## src/tsq_pkg.sv

```systemverilog
// tsq_pkg: shared types and constants of the thermocouple sample qualifier
`default_nettype none

package tsq_pkg;

   // configuration register indexes
   localparam logic [2:0] REG_PROBE_ENABLE    = 3'd0;
   localparam logic [2:0] REG_MAX_TEMP        = 3'd1;
   localparam logic [2:0] REG_SAMPLE_INTERVAL = 3'd2;
   localparam logic [2:0] REG_JUMP_LIMIT      = 3'd3;
   localparam logic [2:0] REG_ERROR_LIMIT     = 3'd4;

   // register reset values
   localparam logic [9:0]  MAX_TEMP_RESET        = 10'd1023;
   localparam logic [15:0] SAMPLE_INTERVAL_RESET = 16'd100;
   localparam logic [9:0]  JUMP_LIMIT_RESET      = 10'd50;
   localparam logic [2:0]  ERROR_LIMIT_RESET     = 3'd4;

   // range margin above max_temp and saturation points
   localparam logic [10:0] RANGE_MARGIN = 11'd5;
   localparam logic [15:0] TICK_MAX     = 16'hFFFF;
   localparam logic [2:0]  ERRORS_MAX   = 3'd7;

   // result status codes
   typedef enum logic [2:0] {
      ST_WAIT   = 3'd0,
      ST_OK     = 3'd1,
      ST_OPEN   = 3'd2,
      ST_RANGE  = 3'd3,
      ST_JUMP   = 3'd4,
      ST_OFF    = 3'd5,
      ST_FAILED = 3'd6
   } status_type;

   typedef struct packed {
      logic        probe_enable;
      logic [9:0]  max_temp;
      logic [15:0] sample_interval;
      logic [9:0]  jump_limit;
      logic [2:0]  error_limit;
   } cfg_type;

   typedef struct packed {
      logic [15:0] tick_count;
      logic [9:0]  held_temp;
      logic [2:0]  error_count;
      logic        probe_failed;
   } state_type;

   typedef struct packed {
      logic [2:0]  errors_now;
      status_type  status;
      logic [9:0]  temperature;
   } result_type;

endpackage

`default_nettype wire

```

## src/tsq_step.sv

```systemverilog
// tsq_step: next-state and result logic for one tick transaction
`default_nettype none

module tsq_step
   import tsq_pkg::*;
(
   input  wire cfg_type    cfg,
   input  wire state_type  state_now,
   input  wire [15:0]      converter_word,
   output state_type       state_next,
   output result_type      result
);

   logic [15:0] tick_inc;
   logic [9:0]  value;
   logic [9:0]  diff;
   logic [10:0] range_top;
   logic [2:0]  errors_bumped;

   // saturating tick count, scaled value and its distance from the held value
   always_comb begin
      tick_inc      = (state_now.tick_count == TICK_MAX) ? state_now.tick_count
                                                         : state_now.tick_count + 16'd1;
      value         = converter_word[14:5];
      diff          = (value > state_now.held_temp) ? value - state_now.held_temp
                                                    : state_now.held_temp - value;
      range_top     = {1'b0, cfg.max_temp} + RANGE_MARGIN;
      errors_bumped = (state_now.error_count == ERRORS_MAX) ? state_now.error_count
                                                            : state_now.error_count + 3'd1;
   end

   // qualification decision
   always_comb begin
      state_next            = state_now;
      state_next.tick_count = tick_inc;
      result.temperature    = state_now.held_temp;
      result.status         = ST_WAIT;
      if (!cfg.probe_enable || state_now.probe_failed) begin
         state_next.held_temp = '0;
         result.temperature   = '0;
         result.status        = ST_OFF;
      end else if (tick_inc > cfg.sample_interval) begin
         state_next.tick_count = '0;
         if (state_now.error_count > cfg.error_limit) begin
            state_next.probe_failed = 1'b1;
            state_next.error_count  = '0;
            state_next.held_temp    = '0;
            result.temperature      = '0;
            result.status           = ST_FAILED;
         end else if (converter_word[2]) begin
            state_next.error_count = errors_bumped;
            result.status          = ST_OPEN;
         end else if (value == 10'd0 || {1'b0, value} > range_top) begin
            state_next.error_count = errors_bumped;
            result.status          = ST_RANGE;
         end else if (state_now.held_temp != 10'd0 && diff > cfg.jump_limit) begin
            state_next.error_count = errors_bumped;
            result.status          = ST_JUMP;
         end else begin
            state_next.error_count = '0;
            state_next.held_temp   = value;
            result.temperature     = value;
            result.status          = ST_OK;
         end
      end
      result.errors_now = state_next.error_count;
   end

endmodule

`default_nettype wire

```

## src/thermocouple_sample_qualifier_unit.sv

```systemverilog
// thermocouple_sample_qualifier_unit: top level of the thermocouple sample qualifier
//
// Each req transaction is one tick carrying the current converter word. Every
// tick yields exactly one rsp transaction with the held temperature, a status
// code and the consecutive error count after that tick.
// A tick accepted at one edge is offered on rsp from the next cycle. Throughput
// is one tick per cycle while rsp is not stalled; the only path is the decision
// logic between the tick state registers and the rsp output register.
// req_tready is high while the output register is empty or being taken, so a
// stalled receiver holds the pending result and blocks only further ticks.
// The csr port writes a register at each edge where csr_wr_en is high; write
// it only while no transaction is in flight. Any write to probe_enable also
// clears the failed mark.
// Synchronous reset empties the output register, clears tick count, held
// temperature, error count and failed mark, and loads the register defaults
// (probe disabled, max 1023, interval 100, jump 50, error limit 4).
`default_nettype none

module thermocouple_sample_qualifier_unit
   import tsq_pkg::*;
(
   input  wire         clock,
   input  wire         reset,
   // tick channel
   input  wire         req_tvalid,
   output logic        req_tready,
   input  wire  [15:0] req_tdata,   // [15:0] converter_word
   // result channel
   output logic        rsp_tvalid,
   input  wire         rsp_tready,
   output logic [15:0] rsp_tdata,   // [9:0] temperature, [12:10] status, [15:13] errors_now
   // configuration
   input  wire         csr_wr_en,
   input  wire  [2:0]  csr_index,
   input  wire  [15:0] csr_wdata
);

   cfg_type    cfg_ff;
   state_type  state_ff;
   state_type  state_in;
   result_type result_in;
   result_type result_ff;
   logic       rsp_valid_ff;
   logic       req_fire;

   assign req_tready = !rsp_valid_ff || rsp_tready;
   assign req_fire   = req_tvalid && req_tready;
   assign rsp_tvalid = rsp_valid_ff;
   assign rsp_tdata  = result_ff;

   tsq_step u_step (
      .cfg            (cfg_ff),
      .state_now      (state_ff),
      .converter_word (req_tdata),
      .state_next     (state_in),
      .result         (result_in)
   );

   // configuration registers
   always_ff @(posedge clock) begin
      if (reset) begin
         cfg_ff.probe_enable    <= 1'b0;
         cfg_ff.max_temp        <= MAX_TEMP_RESET;
         cfg_ff.sample_interval <= SAMPLE_INTERVAL_RESET;
         cfg_ff.jump_limit      <= JUMP_LIMIT_RESET;
         cfg_ff.error_limit     <= ERROR_LIMIT_RESET;
      end else if (csr_wr_en) begin
         unique case (csr_index)
            REG_PROBE_ENABLE:    cfg_ff.probe_enable    <= csr_wdata[0];
            REG_MAX_TEMP:        cfg_ff.max_temp        <= csr_wdata[9:0];
            REG_SAMPLE_INTERVAL: cfg_ff.sample_interval <= csr_wdata;
            REG_JUMP_LIMIT:      cfg_ff.jump_limit      <= csr_wdata[9:0];
            REG_ERROR_LIMIT:     cfg_ff.error_limit     <= csr_wdata[2:0];
            default: ;
         endcase
      end
   end

   // tick state, failed mark cleared by an enable write
   always_ff @(posedge clock) begin
      if (reset) begin
         state_ff <= '0;
      end else begin
         if (req_fire) begin
            state_ff <= state_in;
         end
         if (csr_wr_en && csr_index == REG_PROBE_ENABLE) begin
            state_ff.probe_failed <= 1'b0;
         end
      end
   end

   // output register
   always_ff @(posedge clock) begin
      if (reset) begin
         rsp_valid_ff <= 1'b0;
      end else if (req_fire) begin
         rsp_valid_ff <= 1'b1;
      end else if (rsp_tready) begin
         rsp_valid_ff <= 1'b0;
      end
   end

   always_ff @(posedge clock) begin
      if (req_fire) begin
         result_ff <= result_in;
      end
   end

   // a pending result that is not taken blocks new ticks
   assert property (@(posedge clock) disable iff (reset)
      rsp_valid_ff && !rsp_tready |-> !req_tready)
      else $error("tick accepted while result stalled");

   // every accepted tick is offered on the result side next cycle
   assert property (@(posedge clock) disable iff (reset)
      req_fire |=> rsp_valid_ff)
      else $error("accepted tick produced no result");

   // a disabled or failed probe reports zero
   assert property (@(posedge clock) disable iff (reset)
      rsp_valid_ff && (result_ff.status == ST_OFF || result_ff.status == ST_FAILED)
      |-> result_ff.temperature == 10'd0)
      else $error("disabled or failed probe reports a temperature");

   // a failure clears the error count and sets the failed mark
   assert property (@(posedge clock) disable iff (reset)
      req_fire && result_in.status == ST_FAILED |=> state_ff.error_count == 3'd0)
      else $error("error count not cleared on failure");

endmodule

`default_nettype wire

```

## config.mk

```make
export PLATFORM = sky130hd
export DESIGN_NAME = thermocouple_sample_qualifier_unit
export DESIGN_NICKNAME = d
export VERILOG_FILES = /design/src/tsq_pkg.sv /design/src/tsq_step.sv /design/src/thermocouple_sample_qualifier_unit.sv
export SDC_FILE = /design/constraint.sdc
export NUM_CORES = 1
export LEC_CHECK = 0
export BUFFER_PORTS_ARGS = -buffer_cell sky130_fd_sc_hd__buf_2
export CAP_MARGIN = 20
export CORE_MARGIN = 5
export CORE_UTILIZATION = 50
export CTS_BUF_LIST = sky130_fd_sc_hd__clkbuf_8 sky130_fd_sc_hd__clkbuf_16
export CTS_CLUSTER_DIAMETER = 100
export DETAILED_ROUTE_END_ITERATION = 8
export PLACE_DENSITY_LB_ADDON = 0.25
export SYNTH_ARGS = -nofsm -noshare
export SYNTH_HDL_FRONTEND = slang
export SYNTH_HIERARCHICAL = 1
export SYNTH_SLANG_ARGS = --single-unit
```

## constraint.sdc

```tcl
create_clock -name clock -period 7.6 [get_ports clock]
set_input_delay 1.9 -clock clock [delete_from_list [all_inputs] [get_ports clock]]
set_output_delay 1.9 -clock clock [all_outputs]
set_load 0.02 [all_outputs]
```

# [After elaboration in Yosys (flattened, before gate mapping)]
# Cells that the tools add are included.
# Widths: inputs -> output; s select.
[classes] n_addsub=5 magnitude_cmp=5 n_eq_ne=6 muxes=22 n_bitwise=2 n_reduce_logical=22
[ops] operator="$mux 10" count=5
[ops] operator="$mux 13" count=3
[ops] operator="$mux 16" count=2
[ops] operator="$mux 30" count=1
[ops] operator="$mux 3" count=7
[ops] operator="$gt 10x10->1" count=2
[ops] operator="$sub 10x10->10" count=2
[ops] operator="$add 16x1->16 const B" count=1
[ops] operator="$eq 16x16->1 const B" count=1
[ops] operator="$gt 16x16->1" count=1
[ops] operator="$reduce_and 2->1" count=6
[ops] operator="$add 10x3->11 const B" count=1
[ops] operator="$gt 10x11->1" count=1
[ops] operator="$logic_not 10->1" count=1
[ops] operator="$reduce_bool 10->1" count=1
[ops] operator="$eq 3x2->1 const B" count=2
[ops] operator="$eq 3x3->1 const B" count=2
[ops] operator="$mux 4" count=1
[ops] operator="$reduce_and 4->1" count=1
[ops] operator="$reduce_bool 2->1" count=2
[ops] operator="$reduce_or 2->1" count=2
[ops] operator="$add 3x1->3 const B" count=1
[ops] operator="$eq 3x1->1 const B" count=1
[ops] operator="$gt 3x3->1" count=1
[ops] operator="6 further kinds" count=14
[word_totals] reg_bits=87 inputBits=40 out_inout_bits=18 wordCells=76

# [Longest topological paths before layout]
# Gate-level depths: netlist of the first run.
[logic_depth] depth_word=10 ltp_mapped=26

# [Hierarchy]
# Netlist of the first run, hierarchy kept.
[by_module_without_submodules] module="thermocouple_sample_qualifier_unit" instances=1 cells_per_inst=320 area_per_inst_um2=3110.5 seq_area_each_um2=1901.8
[by_module_without_submodules] module="tsq_step" instances=1 cells_per_inst=400 area_per_inst_um2=2855.2 seq_area_each_um2=0.0

# [Least setup slack after synthesis of the first run]
# OpenSTA, ideal clock, no wires.
[synth_path] path_kind="input-to-reg" from="input port req_tdata[5]" to="register state_ff[10] (netlist name)" arrival_time_ns=6.108 setup_slack_ns=1.360 path_stages=25 path_cell_list="inv_1 > ha_1 > inv_1 > fa_1 > a211oi_1 > o211ai_1 > and4_4 > o211ai_1 > a311oi_1 > a211oi_2 > o21ai_1 > xor2_1 > ha_1 > a21o_1 > a21o_1 > a21oi_1 > o21ai_0 > o311a_1 > a2111oi_0 > buf_2 > mux2i_1 > nor2_1 > buf_4 > nand3_1 > a21oi_1"
[synth_rtl] item="start: declaration" line="thermocouple_sample_qualifier_unit.sv:27" source="input wire [15:0] req_tdata,"
[synth_rtl] item="end signal: assignment" line="thermocouple_sample_qualifier_unit.sv:85" source="state_ff <= state_in;"
[synth_rtl] item="end: declaration" line="thermocouple_sample_qualifier_unit.sv:39" source="state_type state_ff;"

# [Worst setup path after layout of the first run]
[layout_path] from="input port req_tdata[5]" to="register state_ff[11] (netlist name)"
[layout_via] elab_chain_cells=10
[layout_lines] item="$sub 10x10->10 (tied with other cells)" line="tsq_step.sv:26" source=": state_now.held_temp - value;"
[layout_lines] item="$mux 10" line="tsq_step.sv:25" source="diff = (value > state_now.held_temp) ? value - state_now.held_temp"
[layout_lines] item="$gt 10x10->1" line="tsq_step.sv:56" source="end else if (state_now.held_temp != 10'd0 && diff > cfg.jump_limit) begin"
[layout_lines] item="$logic_and 1x1->1" line="tsq_step.sv:56"
[layout_lines] item="$mux 10"
[layout_lines] item="$mux 10 * (2 in a row)"
[layout_lines] item="$mux 13 *"
[layout_lines] item="$mux 30 *"
[layout_lines] item="$mux 10 *"
# Every way passes the cells marked *; elsewhere a longest branch is shown, timed or not. The select of a mux whose other input is x is not followed.
# A chain may end at the register's enable or synchronous reset.

==> results of run 1 <==
## cell usage after synthesis (2+ instances only)
| master | number |
|---|---|
| a211o_1 | 11 |
| a211oi_1 | 5 |
| a21o_1 | 17 |
| a21oi_1 | 74 |
| a311o_1 | 2 |
| a31oi_1 | 2 |
| and2_1 | 5 |
| and3_1 | 4 |
| and4_1 | 4 |
| and4bb_2 | 2 |
| buf_1 | 5 |
| buf_2 | 7 |
| buf_4 | 14 |
| buf_6 | 2 |
| clkbuf_1 | 19 |
| dfxtp_1 | 71 |
| edfxtp_1 | 16 |
| fa_1 | 2 |
| ha_1 | 61 |
| inv_1 | 55 |
| mux2_2 | 3 |
| mux2i_1 | 15 |
| nand2_1 | 60 |
| nand2b_1 | 5 |
| nand3_1 | 39 |
| nand4_1 | 14 |
| nor2_1 | 38 |
| nor2b_1 | 28 |
| nor3_1 | 12 |
| nor4_1 | 4 |
| o211ai_1 | 5 |
| o21a_1 | 13 |
| o21ai_0 | 47 |
| o21ai_1 | 3 |
| o21bai_1 | 2 |
| xnor2_1 | 18 |
| xor2_1 | 10 |
## critical path: stages
cell and delay [ns]:
buf_2 0.13, inv_1 0.11, ha_1 0.15, inv_1 0.06
fa_1 0.42, a211oi_1 0.38, o211ai_1 0.24, nand4_2 0.15
nand2_2 0.20, mux2_4 0.36, a211oi_2 0.40, o21ai_1 0.12
xor2_1 0.16, ha_1 0.30, a21o_1 0.19, a21o_1 0.17
a21oi_1 0.12, o21ai_0 0.10, o311a_1 0.19, a2111oi_2 0.35
buf_4 0.28, mux2i_1 0.22, nor2_1 0.08, nand3_1 0.12
a21oi_1 0.08
## how the worst min path moves through the flow
stage | endpoint | slack (ns) | depth (start not counted)
floorplan | cfg_ff[10] | 0.44 | 2
global placement | cfg_ff[5] | 0.45 | 2
detailed placement | cfg_ff[23] | 0.45 | 2
CTS | cfg_ff[23] | 0.46 | 2
global route | cfg_ff[23] | 0.47 | 2
finish | cfg_ff[23] | 0.45 | 2
## final cells by class
cell class              instances  area [sq um]  area share [%]
multi-input cells             531          3610            55.4
flip-flops and latches         87          1900            29.2
repair buffers                 57           298            4.57
clock buffers                  10           239            3.67
inverters                      55           206            3.17
well taps                     143           179            2.74
clock inverters                 6          85.1            1.30
## per-stage QoR
| stage | std cells | total power [mW] | util [%] | hold slack (ns) |
|---|---|---|---|---|
| after floorplan | 720 | 0.609 | - | 0.436 |
| after global placement | 873 | 0.653 | 53.6 | 0.446 |
| after detailed placement | 873 | 0.659 | 53.6 | 0.448 |
| after CTS | 889 | 1.14 | 56.4 | 0.455 |
| after global routing | 889 | 1.18 | 56.4 | 0.474 |
| final | 889 | 1.13 | 56.4 | 0.454 |
## routing by layer
metal	GRT usage (%)	share of wire, %	wire (microns)
met5	0	0	0
met4	7.10	1.8	266
met3	4.27	4.8	713
met2	36.8	49	7200
met1	25.4	45	6570
## where the power goes
| group | total, mW | internal [mW] | switching (mW) |
|---|---|---|---|
| registers | 0.486 | 0.479 | 0.00641 |
| logic | 0.166 | 0.0651 | 0.101 |
| clock network | 0.476 | 0.296 | 0.181 |
## placed cells by master (no fill, tap or decap), types with 5 or more instances in the layout
master / Yosys / final
buf_4: 14 / 5
buf_2: 7 / 52
nand3_1: 39 / 39
clkbuf_16: 0 / 9
mux2i_1: 15 / 15
o211ai_1: 5 / 5
o21a_1: 13 / 13
a211oi_1: 5 / 5
nor2b_1: 28 / 28
and2_1: 5 / 5
edfxtp_1: 16 / 16
a211o_1: 11 / 11
nor2_1: 38 / 38
ha_1: 61 / 61
inv_1: 55 / 56
nand4_1: 14 / 14
nand2_1: 60 / 60
xor2_1: 10 / 10
a21oi_1: 74 / 74
nand2b_1: 5 / 5
nor3_1: 12 / 12
xnor2_1: 18 / 18
dfxtp_1: 71 / 71
o21ai_0: 47 / 47
a21o_1: 17 / 17
## cells by family (layout without fill, tap and decap cells)
kind of cell	Yosys count	count (layout)	share of synthesized area, %
AO/OA/AOI/OAI	194	194	19.8
XOR/XNOR	28	28	4.11
adder cells (fa/ha/maj)	63	63	13.5
buffers and inverters	102	128	7.70
flip-flops	87	87	31.9
multiplexers	20	20	3.52
AND/OR/NAND/NOR	226	226	19.5
## state kept, by name, indices dropped and copies added (netlist names)
name and flops:
cfg_ff 40, state_ff 30, rsp_tdata 16, rsp_tvalid 1
==> impl_metrics.csv, run 1 <==
group,metric,value,unit
clocking,cts.sinks,87,
clocking,cts_tree,"yes",
layout,nNetsFinal,844,
setup_path,crit_type,"input port to flop",
floorplan,start_util,51.6,%
clocking,h-tree-depth,3,
synthesis,synth_largest_area_cell,"dfxtp_1",
timing,slew_headroom,27.2,%
clocking,ctsHoldBuffers,0,
synthesis,async_flop_share,0,%
global_routing,overflow,0,
timing,period_needed,6.79,ns
global_routing,grt.total_usage,20.9,%
detailed_routing,drt_iter0_markers,389,
synthesis,yosys_most_used_dff,"dfxtp_1",
clocking,clockRootBuffer,"clkbuf_16",
detailed_routing,drc,0,
synthesis,synth_edf_count,16,
power_and_ir_drop,p_per_area,173,mW/mm^2
clocking,cts_setup_buffers,0,
timing,fin_crit_sh,89.3,%
synthesis,syn_area,0.00597,sq mm
synthesis,synth_cells,720,
layout,syn_to_final_growth,9.29,%
synthesis,synth_nets,823,
setup_path,crit_end,"state_ff[11]",
placement,port_buffers,52,
global_routing,antenna_found_initial,0,
layout,diodes,0,
setup_path,crit_path_end_kind,"flop",
global_routing,grt_max_degree,77,
floorplan,core_area,0.0116,sq mm
floorplan,die_x,119,microns
floorplan,row_count,39,
min_path,hp-class,"flop to flop",
timing,fin_skew,0.0130,ns
setup_path,start_kind,"input port",
timing,final_max_slew_viol_count,0,
placement,gp_congestion,0.884,
floorplan,pin_count,58,
layout,drive_gt1_share,11.3,%
flow_run,cap_violations,0,
setup_path,crit_path_start,"req_tdata[5]",
timing,finalSetupViolCount,0,
placement,placed_area,0.00620,sq mm
floorplan,dieArea,0.0142,sq mm
detailed_routing,wl_per_cell,16.6,microns
synthesis,synth.yosys.seq_area_share,31.9,%
timing,hold_viol,0,
synthesis,synth.avg_cell_area,8.29,sq um
setup_path,cp.arrival,6.99,ns
global_routing,grt_pass1_vias,4988,
clocking,clock_path_buffers,2,
timing,rsz0062_at_grt,"false",
clocking,cts_buffers,9,
clocking,cts.clk_slew.worst_paths,0.06,ns
placement,pre_cts_ws,0.548,ns
synthesis,synthDistinctLibCells,63,
power_and_ir_drop,p_leak,2.61,nW
detailed_routing,avgViaCountPerCell,5.80,
layout,postLayoutCellArea,0.00652,sq mm
power_and_ir_drop,ir_drop,191,uV
synthesis,yosys_warnings,6,
detailed_routing,via_count,5159,
synthesis,synthTopCellsByArea,"dfxtp_1 24%, ha_1 13%, edfxtp_1 8.1%, a21oi_1 6.2%, o21ai_0 3.9%",
synthesis,yosysTopAreaCellShare,23.8,%
setup_path,r2r-end,"state_ff[11]",
setup_path,critPathMaxFanout,12,
setup_path,reg2reg_setup_slack,2.16,ns
timing,timing.setup.tns,0,ns
synthesis,ys_seq_elements,87,
layout,fillers,1078,
clocking,clk_latency,0.35,ns
timing,worst_pin_slew,1.09,ns
detailed_routing,drtAntennaViolNets,0,
setup_path,reg2reg_from,"state_ff[5]",
placement,hpwl,10800,microns
timing,fmax,0.147,GHz
min_path,worstHoldStart,"cfg_ff[23]",
global_routing,grt_pass1_wl,24200,microns
run_status,status,"complete, no violations",
setup_path,cp.required,7.80,ns
timing,setup_slack,0.814,ns
setup_path,rr_worst_depth,22,
clocking,cts_resized,0,
floorplan,die_y,119,microns
detailed_routing,first_pass_iters,5,
detailed_routing,finalWirelength,14700,microns
Note: power is estimated with default switching activity, not from simulation.
==> run 2: changes to the inputs <==
--- a/config.mk
+++ b/config.mk
@@ -7,8 +7,10 @@
 export LEC_CHECK = 0
 export BUFFER_PORTS_ARGS = -buffer_cell sky130_fd_sc_hd__buf_2
 export CAP_MARGIN = 20
+export CELL_PAD_IN_SITES_DETAIL_PLACEMENT = 1
+export CELL_PAD_IN_SITES_GLOBAL_PLACEMENT = 1
 export CORE_MARGIN = 5
-export CORE_UTILIZATION = 50
+export CORE_UTILIZATION = 45
 export CTS_BUF_LIST = sky130_fd_sc_hd__clkbuf_8 sky130_fd_sc_hd__clkbuf_16
 export CTS_CLUSTER_DIAMETER = 100
 export DETAILED_ROUTE_END_ITERATION = 8
==> impl_metrics.csv, run 2 (same netlist as run 1, synthesis figures left out) <==
group,metric,value,unit
timing,fmax,0.148,GHz
detailed_routing,via_count,5249,
setup_path,cp.arrival,6.94,ns
detailed_routing,finalWirelength,17000,microns
placement,gp_congestion,0.894,
layout,final_core_util,49.8,%
min_path,hp-class,"flop to flop",
floorplan,pin_count,58,
floorplan,start_util,45.4,%
global_routing,overflow,0,
min_path,hold_path_end,"cfg_ff[25]",
power_and_ir_drop,ir_drop,160,uV
power_and_ir_drop,p_per_area,167,mW/mm^2
timing,setup_slack,0.853,ns
detailed_routing,first_pass_iters,4,
detailed_routing,drc,0,
clocking,cts_buffers,9,
setup_path,critPathBufInv,4,
floorplan,row_count,42,
timing,final_max_slew_viol_count,0,
layout,syn_to_final_growth,9.65,%
timing,slew_headroom,34.1,%
setup_path,critPathTopFamily,"compound AO/OA/AOI/OAI gates",
clocking,ctsHoldBuffers,0,
setup_path,cp.required,7.79,ns
setup_path,rr_worst_depth,22,
run_status,status,"complete, no violations",
setup_path,max_stage_delay,0.43,ns
global_routing,grt_pass1_wl,27800,microns
detailed_routing,drtAntennaViolNets,0,
floorplan,die_x,125,microns
clocking,cts_setup_buffers,0,
timing,period_needed,6.75,ns
flow_run,cap_violations,0,
layout,fillers,1630,
layout,drive_gt1_share,11.6,%
detailed_routing,drt_iter0_markers,343,
global_routing,grt_max_degree,77,
placement,port_buffers,52,
global_routing,antenna_found_initial,0,
layout,final_cell_mix,"74 x a21oi_1, 71 x dfxtp_1, 61 x ha_1, 60 x nand2_1, 55 x inv_1",
clocking,cts_tree,"yes",
setup_path,crit_path_end_kind,"flop",
layout,final_common_cell,"a21oi_1",
power_and_ir_drop,p_leak,2.60,nW
clocking,cts_resized,0,
global_routing,grt_pass1_vias,5454,
setup_path,crit_type,"input port to flop",
min_path,worstHoldStart,"cfg_ff[25]",
clocking,cts.sinks,87,
timing,fin_skew,0.00836,ns
timing,finalSetupViolCount,0,
layout,largest-register,"cfg_ff",
setup_path,reg2reg_setup_slack,2.20,ns
layout,diodes,0,
detailed_routing,avgViaCountPerCell,5.68,
setup_path,reg2reg_from,"state_ff[5]",
floorplan,dieArea,0.0157,sq mm
clocking,h-tree-depth,3,
floorplan,core_area,0.0131,sq mm
timing,timing.setup.tns,0,ns
layout,nNetsFinal,846,
setup_path,critPathSlowestCell,"fa_1",
placement,hpwl,12700,microns
global_routing,grt.total_usage,21.8,%
setup_path,critPathMaxFanout,10,
timing,worst_pin_slew,0.975,ns
clocking,cts.clk_slew.worst_paths,0.06,ns
setup_path,r2r-end,"state_ff[8]",
setup_path,start_kind,"input port",
placement,pre_cts_ws,0.583,ns
floorplan,die_y,125,microns
clocking,clk_latency,0.35,ns
timing,fin_crit_sh,88.8,%
timing,rsz0062_at_grt,"false",
clocking,clock_path_buffers,2,
clocking,clockRootBuffer,"clkbuf_16",
layout,largest_reg_flops,40,
timing,hold_viol,0,
detailed_routing,wl_per_cell,18.4,microns
min_path,holdPathStages,2,
run 2: cell count changes in the layout (fill, tap and decap cells not counted), sizes merged:
cell and change:
buf +2, bufinv -1, clkinvlp +2, clkinv +1
clkbuf -1, inv -1
run 2: tightest hold or removal path, stage by stage (launching register included):
cell,delay [ns]
dfxtp_1,0.31
nand2_1,0.05
a21oi_1,0.05
run 2: layer usage:
layer	share of wire, %	up-vias	wire [microns]	GRT usage, %
li1	-	2580	-	-
met1	44	2572	7440	26.1
met2	51	68	8720	39.1
met3	2.6	29	443	4.18
met4	2.5	0	430	7.53
met5	0	-	0	0
run 2: metrics by stage:
stage	hold WS [ns]	cell area, sq um	power [mW]	std cells
after floorplan	0.436	5970	0.609	720
after global placement	0.447	6250	0.659	908
after detailed placement	0.451	6250	0.667	908
after CTS	0.463	6540	1.11	924
after global routing	0.485	6540	1.15	924
final	0.461	6540	1.09	924
run 2: worst max path at each step:
| stage | from | to | slack [ns] | cells past startpoint |
|---|---|---|---|---|
| after floorplan | req_tdata[5] | state_ff[10] | 1.36 | 25 |
| after global placement | req_tdata[5] | state_ff[12] | 0.69 | 25 |
| after detailed placement | req_tdata[5] | state_ff[5] | 0.58 | 25 |
| after CTS | req_tdata[5] | state_ff[5] | 0.92 | 25 |
| after global routing | req_tdata[5] | state_ff[5] | 0.45 | 25 |
| final | req_tdata[5] | state_ff[8] | 0.85 | 25 |
run 2: cell type report:
cell class	count	area (sq um)	share of cell area [%]
Clock inverter	7	63.8	0.976
Sequential cell	87	1900	29.1
Multi-Input combinational cell	531	3610	55.2
Inverter	55	206	3.16
Tap cell	176	220	3.37
Clock buffer	9	225	3.44
Timing Repair Buffer	59	313	4.78
run 2: power breakdown:
part | internal [mW] | switching (mW) | leakage [nW] | total (mW)
clock network | 0.252 | 0.184 | 0.139 | 0.436
logic | 0.0664 | 0.106 | 1.73 | 0.172
registers | 0.479 | 0.00648 | 0.731 | 0.486
total | 0.797 | 0.297 | 2.60 | 1.09
==> run 3: changes to the inputs <==
--- a/config.mk
+++ b/config.mk
@@ -9,11 +9,12 @@
 export CAP_MARGIN = 20
 export CELL_PAD_IN_SITES_DETAIL_PLACEMENT = 1
 export CELL_PAD_IN_SITES_GLOBAL_PLACEMENT = 1
-export CORE_MARGIN = 5
+export CORE_MARGIN = 2
 export CORE_UTILIZATION = 45
 export CTS_BUF_LIST = sky130_fd_sc_hd__clkbuf_8 sky130_fd_sc_hd__clkbuf_16
 export CTS_CLUSTER_DIAMETER = 100
 export DETAILED_ROUTE_END_ITERATION = 8
+export GPL_ROUTABILITY_DRIVEN = 0
 export PLACE_DENSITY_LB_ADDON = 0.25
 export SYNTH_ARGS = -nofsm -noshare
 export SYNTH_HDL_FRONTEND = slang
==> impl_metrics.csv, run 3 (same netlist as run 1, synthesis figures left out) <==
group,metric,value,unit
run_status,status,"complete, no violations",
setup_path,cp.required,7.80,ns
global_routing,grt.total_usage,24.5,%
detailed_routing,drt-met1-wl,7070,microns
timing,hold_viol,0,
detailed_routing,drt_iter0_markers,322,
layout,largest-register,"cfg_ff",
clocking,h-tree-depth,3,
global_routing,overflow,0,
floorplan,die_x,119,microns
setup_path,critPathMaxFanout,12,
detailed_routing,first_pass_iters,4,
min_path,hp-class,"flop to flop",
layout,nNetsFinal,844,
power_and_ir_drop,ir_drop,115,uV
detailed_routing,avgViaCountPerCell,5.73,
clocking,clock_path_buffers,2,
setup_path,start_kind,"input port",
detailed_routing,dr_wl_met2,8390,microns
placement,port_buffers,52,
clocking,cts_tree,"yes",
timing,rsz0062_at_grt,"false",
timing,slew_headroom,28.3,%
detailed_routing,drc,0,
layout,syn_to_final_growth,9.40,%
floorplan,dieArea,0.0142,sq mm
floorplan,pin_count,58,
floorplan,start_util,45.6,%
timing,final_max_slew_viol_count,0,
timing,setup_slack,0.705,ns
clocking,cts.sinks,87,
flow_run,cap_violations,0,
detailed_routing,top_layer,"met4",
layout,diodes,0,
placement,hpwl,12500,microns
global_routing,grt_pass1_wl,27700,microns
layout,largest_reg_flops,40,
detailed_routing,wl_per_cell,18.0,microns
detailed_routing,via_count,5280,
clocking,ctsHoldBuffers,0,
clocking,cts.clk_slew.worst_paths,0.06,ns
timing,fin_crit_sh,90.7,%
power_and_ir_drop,p_per_area,167,mW/mm^2
floorplan,die_y,119,microns
layout,drive_gt1_share,11.4,%
layout,final_cell_mix,"74 x a21oi_1, 71 x dfxtp_1, 61 x ha_1, 60 x nand2_1, 55 x inv_1",
timing,timing.setup.tns,0,ns
floorplan,row_count,42,
layout,final_common_cell,"a21oi_1",
clocking,cts_setup_buffers,0,
timing,fmax,0.145,GHz
clocking,clk_latency,0.35,ns
clocking,cts_resized,0,
detailed_routing,route.met3.wl,642,microns
global_routing,antenna_found_initial,0,
timing,worst_pin_slew,1.06,ns
timing,period_needed,6.89,ns
setup_path,crit_type,"input port to flop",
global_routing,grt_pass1_vias,5618,
timing,finalSetupViolCount,0,
placement,pre_cts_ws,0.420,ns
clocking,cts_buffers,9,
setup_path,cp.arrival,7.09,ns
power_and_ir_drop,p_leak,2.59,nW
detailed_routing,finalWirelength,16600,microns
clocking,clockRootBuffer,"clkbuf_16",
global_routing,grt_max_degree,77,
floorplan,core_area,0.0131,sq mm
timing,fin_skew,0.00704,ns
detailed_routing,drtAntennaViolNets,0,
setup_path,crit_path_end_kind,"flop",
## run 3: layout make-up
cell class	instances	area [sq um]
tap	176	220
inverter	55	206
timing repair buffer	57	298
multi-input combinational	531	3610
clock buffer	9	225
clock inverter	7	63.8
sequential	87	1900
fill	1593	6560
## run 3: power breakdown
part	switching (mW)	internal [mW]	leakage, nW
Sequential	0.00644	0.479	0.731
Combinational	0.105	0.0655	1.72
Clock	0.185	0.252	0.139
Total	0.296	0.796	2.59
## run 3: critical path, cell delays in order
cell and delay (ns):
buf_2 0.13, inv_1 0.11, ha_1 0.16, inv_1 0.06, fa_1 0.43, a211oi_1 0.37
o211ai_1 0.21, nand4_2 0.15, nand2_2 0.21, mux2_4 0.37, a211oi_2 0.40, o21ai_1 0.12
xor2_1 0.17, ha_1 0.30, a21o_1 0.18, a21o_1 0.17, a21oi_1 0.13, o21ai_0 0.10
o311a_1 0.19, a2111oi_2 0.34, buf_4 0.28, mux2i_1 0.27, nor2_1 0.09, nand3_1 0.13
a21oi_1 0.09
## run 3: metal layers
metal	vias up	GRT usage [%]
li1	2578	-
met2	99	43.1
met3	31	5.41
met4	0	10.6
met1	2572	28.5
met5	-	0
## run 3: worst paths after layout
kind | endpoint | cells past startpoint | start | slack [ns]
setup / recovery | state_ff[7] | 25 | req_tdata[5] | 0.71
hold / removal | cfg_ff[26] | 2 | cfg_ff[26] | 0.46
setup reg to reg | state_ff[7] | 22 | state_ff[5] | 2.03
hold reg to reg | cfg_ff[26] | 2 | cfg_ff[26] | 0.46
## run 3: per-stage QoR
step	utilization [%]	instance area [sq um]	total power [mW]	hold slack, ns	std cells
2_1_floorplan	-	5970	0.609	0.436	720
3_3_place_gp	47.7	6240	0.655	0.446	906
3_5_place_dp	47.7	6240	0.665	0.450	906
4_1_cts	49.9	6530	1.10	0.458	922
5_1_grt	49.9	6530	1.14	0.489	922
6_report	49.9	6530	1.09	0.456	922
